==> src/design/rcls_pkg.sv <==
// Shared types and constants for the rotating circular list store.
// Holds widths, command and status codes, the sequencer state type and the
// request/response structs of the remainder unit. No dependencies.
`default_nettype none

package rcls_pkg;

    // Storage size and derived widths
    localparam int CAPACITY = 256;
    localparam int ADDR_W   = $clog2(CAPACITY);
    localparam int CNT_W    = $clog2(CAPACITY + 1);
    localparam int SUM_W    = CNT_W + 1;

    // Field widths
    localparam int CMD_W    = 3;
    localparam int POS_W    = 12;
    localparam int VAL_W    = 32;
    localparam int ROT_W    = 13;
    localparam int TOTAL_W  = 9;
    localparam int STAT_W   = 2;

    // Remainder unit: dividend wide enough for a rotate magnitude of 4096
    localparam int DVD_W    = ROT_W;
    localparam int STEP_W   = $clog2(DVD_W + 1);

    // Command codes
    localparam logic [CMD_W-1:0] CMD_GET    = 3'd0;
    localparam logic [CMD_W-1:0] CMD_SET    = 3'd1;
    localparam logic [CMD_W-1:0] CMD_INSERT = 3'd2;
    localparam logic [CMD_W-1:0] CMD_REMOVE = 3'd3;
    localparam logic [CMD_W-1:0] CMD_ROTATE = 3'd4;

    // Status codes
    localparam logic [STAT_W-1:0] ST_OK    = 2'd0;
    localparam logic [STAT_W-1:0] ST_EMPTY = 2'd1;
    localparam logic [STAT_W-1:0] ST_FULL  = 2'd2;

    // Sequencer states
    typedef enum logic [2:0] {
        S_IDLE,
        S_MOD,
        S_SHIFT,
        S_WRITE,
        S_GET_RD,
        S_GET_DATA,
        S_RM_FIN,
        S_DONE
    } state_t;

    // Remainder unit handshake
    typedef struct packed {
        logic             start;
        logic [DVD_W-1:0] dividend;
        logic [CNT_W-1:0] divisor;
    } mod_req_t;

    typedef struct packed {
        logic             done;
        logic [CNT_W-1:0] remainder;
    } mod_rsp_t;

endpackage

`default_nettype wire

==> src/design/rcls_mod.sv <==
// Iterative remainder unit: dividend mod divisor, one dividend bit per cycle
// (restoring shift-subtract). Depends on rcls_pkg.
`default_nettype none

module rcls_mod (
    input  wire logic               clk,
    input  wire logic               rst_n,
    input  wire rcls_pkg::mod_req_t req,
    output rcls_pkg::mod_rsp_t      rsp
);
    import rcls_pkg::*;

    logic              run_reg;
    logic              done_reg;
    logic [STEP_W-1:0] step_reg;
    logic [DVD_W-1:0]  dvd_reg;
    logic [CNT_W-1:0]  div_reg;
    logic [CNT_W-1:0]  rem_reg;
    logic [CNT_W:0]    trial;
    logic [CNT_W-1:0]  rem_next;

    // One restoring step: bring in the next dividend bit, subtract if it fits
    always_comb
    begin
        trial = {rem_reg, dvd_reg[DVD_W-1]};
        if (trial >= {1'b0, div_reg})
        begin
            rem_next = CNT_W'(trial - {1'b0, div_reg});
        end
        else
        begin
            rem_next = CNT_W'(trial);
        end
    end

    // Control: run flag, step count, one-cycle done pulse
    always_ff @(posedge clk or negedge rst_n)
    begin
        if (!rst_n)
        begin
            run_reg  <= 1'b0;
            done_reg <= 1'b0;
            step_reg <= '0;
        end
        else
        begin
            done_reg <= 1'b0;
            if (req.start)
            begin
                run_reg  <= 1'b1;
                step_reg <= STEP_W'(DVD_W);
            end
            else if (run_reg)
            begin
                step_reg <= step_reg - 1'b1;
                if (step_reg == STEP_W'(1))
                begin
                    run_reg  <= 1'b0;
                    done_reg <= 1'b1;
                end
            end
        end
    end

    // Datapath
    always_ff @(posedge clk)
    begin
        if (req.start)
        begin
            dvd_reg <= req.dividend;
            div_reg <= req.divisor;
            rem_reg <= '0;
        end
        else if (run_reg)
        begin
            dvd_reg <= {dvd_reg[DVD_W-2:0], 1'b0};
            rem_reg <= rem_next;
        end
    end

    assign rsp.done      = done_reg;
    assign rsp.remainder = rem_reg;

endmodule

`default_nettype wire

==> config.mk <==
export PLATFORM = sky130hd
export DESIGN_NAME = rcls_mod
export DESIGN_NICKNAME = d
export VERILOG_FILES = /design/src/design/rcls_pkg.sv /design/src/design/rcls_mod.sv
export SDC_FILE = /design/constraint.sdc
export NUM_CORES = 1
export LEC_CHECK = 0
export BUFFER_PORTS_ARGS = -buffer_cell sky130_fd_sc_hd__buf_2
export CORE_MARGIN = 2
export CORE_UTILIZATION = 26
export DETAILED_ROUTE_END_ITERATION = 6
export PLACE_DENSITY = 0.49
export SYNTH_ARGS = -nofsm -noshare
export SYNTH_HDL_FRONTEND = slang
export SYNTH_SLANG_ARGS = --single-unit
==> constraint.sdc <==
create_clock -name clk -period 2.65 [get_ports clk]
set_input_delay 0.53 -clock clk [delete_from_list [all_inputs] [get_ports clk]]
set_output_delay 0.53 -clock clk [all_outputs]
set_load 0.005 [all_outputs]
==> run_results.csv <==
group,metric,value,unit
sta,fin_ws,236,ps
global_route,antenna_found_initial,0,
critical_path,endpoint_kind,"flip-flop",
yosys,ys_seq_area_share,49.3,%
yosys,avgSynthCellArea,11.5,sq um
floorplan,core,7610,sq um
sta,skew,9.52,ps
global_route,grt_overflow,0,
clocking,htreeDepth,2,
cells_and_area,multi_input_area,941,sq um
drt,num_vias,1382,
floorplan,io_pins,35,
sta,finalCriticalPeriod,2410,ps
drt,dr.first_iter.drc_count,62,
hold_path,hp-class,"in -> async",
clocking,cts_root_buf,"clkbuf_8",
sta,fin_crit_sh,91.1,%
sta,worstMarginPinSlew,559,ps
cells_and_area,regArea,991,sq um
critical_path,cpLargestDelayFamily,"compound AO/OA/AOI/OAI gates",
sta,hold_ws,43.9,ps
cells_and_area,final_area,2400,sq um
run_status,status,"complete, no violations",
sta,hold_viol_final,0,
critical_path,worstPathBufferInverterCount,3,
critical_path,crit_path_max_incr_delay,430,ps
floorplan,dieHeight,91.9,microns
place,placed_area,2290,sq um
yosys,syn-num-nets,211,
cells_and_area,largest_reg_flops,13,
cells_and_area,antenna_cells,0,
sta,fin_setup_tns,0,ps
clocking,clock_latency,290,ps
sta,rsz0062_at_grt,"no",
floorplan,start_util,26.4,%
critical_path,cpMaxStageDelayCell,"fa_1",
power_and_ir_drop,p_total,2100,uW
critical_path,cp_data_required_time,2860,ps
sta,drv_slew,0,
drt,ant_nets,0,
clocking,path_clk_slew,80,ps
critical_path,cp_cell_sequence,"inv_1 > ha_1 > inv_1 > fa_1 > a211oi_4 > o31a_1 > buf_4 > o211ai_4 > mux2i_1 > a211oi_1",
floorplan,rows,32,
cells_and_area,fillerInstances,817,
sta,fmax,414,MHz
critical_path,worstPathArrival,2620,ps
cells_and_area,final_layout_size_suffix_gt1_share,30.7,%
yosys,syn_area,2010,sq um
drt,drt_first_pass_iters,4,
clocking,clock_path_buffers,2,
place,post-dp-hpwl,2910,microns
global_route,grt_pass1_vias,1354,
cells_and_area,num-nets-final,248,
place,port_buffers,34,
yosys,async_flop_share,16.2,%
critical_path,worstPathMaxFanout,8,
clocking,ctsHoldBuffers,0,
yosys,synth-edff-count,22,
drt,wirelength,3910,microns
power_and_ir_drop,peakVddDrop,0.277,mV
critical_path,worstSetupPathType,"reg -> reg",
clocking,cts.sinks,37,
clocking,cts_tree,"done",
cells_and_area,area_growth,19.4,%
yosys,yosys_warnings,0,
yosys,ys_ff_latch,37,
yosys,yosysUniqueCellTypes,42,
floorplan,die_area,8440,sq um
sta,relSlewSlack,62.7,%
sta,setup_violations,0,
power_and_ir_drop,powerDensity,877,nW/um^2
drt,wl_per_cell,12.5,microns
critical_path,cp_common_cell,"inv_1",
power_and_ir_drop,leakage,0.00101,uW
floorplan,die-width,91.9,microns
clocking,cts_buffers,5,
drt,vias_per_cell,4.40,
yosys,syn_inst,174,
critical_path,worstSetupStartpointType,"flip-flop",
drt,drc,0,
yosys,synth_flop_cell,"edfxtp_1",
place,place_ws,224,ps
global_route,grt_usage,9.85,%
global_route,grt_pass1_wl,6450,microns
global_route,grt_max_degree,27,
place,gp_congestion,0.756,
run,cap_violations,0,
per-layer routing:
| metal | up-vias | track usage (%) | part of all wire [%] |
|---|---|---|---|
| met3 | 4 | 2.88 | 3.5 |
| met5 | - | 0 | 0 |
| met4 | 0 | 4.48 | 1.2 |
| met1 | 649 | 12.2 | 48 |
| li1 | 706 | - | - |
| met2 | 23 | 15.8 | 47 |
where the power goes:
group          total, uW  internal (uW)  switching (uW)
clock                410            187             223
sequential           790            710            80.8
combinational        903            430             473
total               2100           1330             777
synth_stat cells, drive strengths merged, types with 4 or more instances:
cell    number  area share (%)
clkbuf       7             1.4
dfrtp        6             7.5
nand2        7             1.3
nor2        14             2.6
ha          11             6.9
a21oi        7             1.7
nand2b       6             1.9
a311oi       4             1.7
o211ai       4             2.2
a211oi       7             3.1
edfxtp      22              33
dfxtp        9             9.0
inv         13             2.4
mux2        13             7.3
mux2i        7             3.5
cell usage in the layout (no fill, tap or decap), types with 4 or more instances in the layout:
master	synthesis	final
buf_2	0	34
mux2_2	13	13
nand2b_1	6	6
inv_1	13	13
a211oi_1	5	5
mux2i_1	7	7
edfxtp_1	22	22
a21oi_1	7	7
dfxtp_1	9	9
clkbuf_8	0	5
buf_4	1	4
a311oi_1	4	4
nor2_1	14	14
dfrtp_1	6	6
ha_1	11	11
nand2_1	7	7
stage by stage:
step           util (%)  std cells
2_1_floorplan         -        174
3_3_place_gp       30.1        305
3_5_place_dp       30.1        305
4_1_cts            31.3        313
5_1_grt            31.5        314
6_report           31.5        314
worst register-to-register path, delay by kind of cell (launching register included):
kind,cells,cell delay [ps]
AO/OA/AOI/OAI,4,880
adder cells (fa/ha/maj),2,600
buffers and inverters,3,280
flip-flops,1,390
multiplexers,1,170
final cells by class:
| cell class | instances | area share (%) |
|---|---|---|
| Inverter | 13 | 2.03 |
| Tap cell | 102 | 5.32 |
| Clock inverter | 3 | 0.887 |
| Sequential cell | 37 | 41.3 |
| Timing Repair Buffer | 38 | 8.35 |
| Clock buffer | 5 | 2.87 |
| Multi-Input combinational cell | 116 | 39.2 |
worst paths after layout:
kind                             start          end  slack (ps)  cells after the start
hold reg to reg             rem_reg[2]   rem_reg[2]         520                      2
setup / recovery           dvd_reg[12]   rem_reg[1]         240                     10
max in group asynchronous        rst_n  step_reg[1]        2460                      1
setup reg to reg           dvd_reg[12]   rem_reg[1]         240                     10
hold / removal                   rst_n  step_reg[0]          40                      1
min in group clk                req[0]   div_reg[0]         410                      1
timing repair:
item / in CTS / in global routing
setup endpoints to repair: 0 / 5
gates resized for setup: 0 / 1
setup buffers: 0 / 1
kinds of logic (layout without fill, tap and decap cells):
group,Yosys count,in the layout,synth area share (%)
buf+inv,21,59,4.17
mux,20,20,10.8
flops,37,37,49.3
xor+xnor,6,6,2.62
simple gates,44,44,12.0
fa+ha+maj,12,12,7.85
compound gates,34,34,13.2
(Power assumes the default switching activity.)
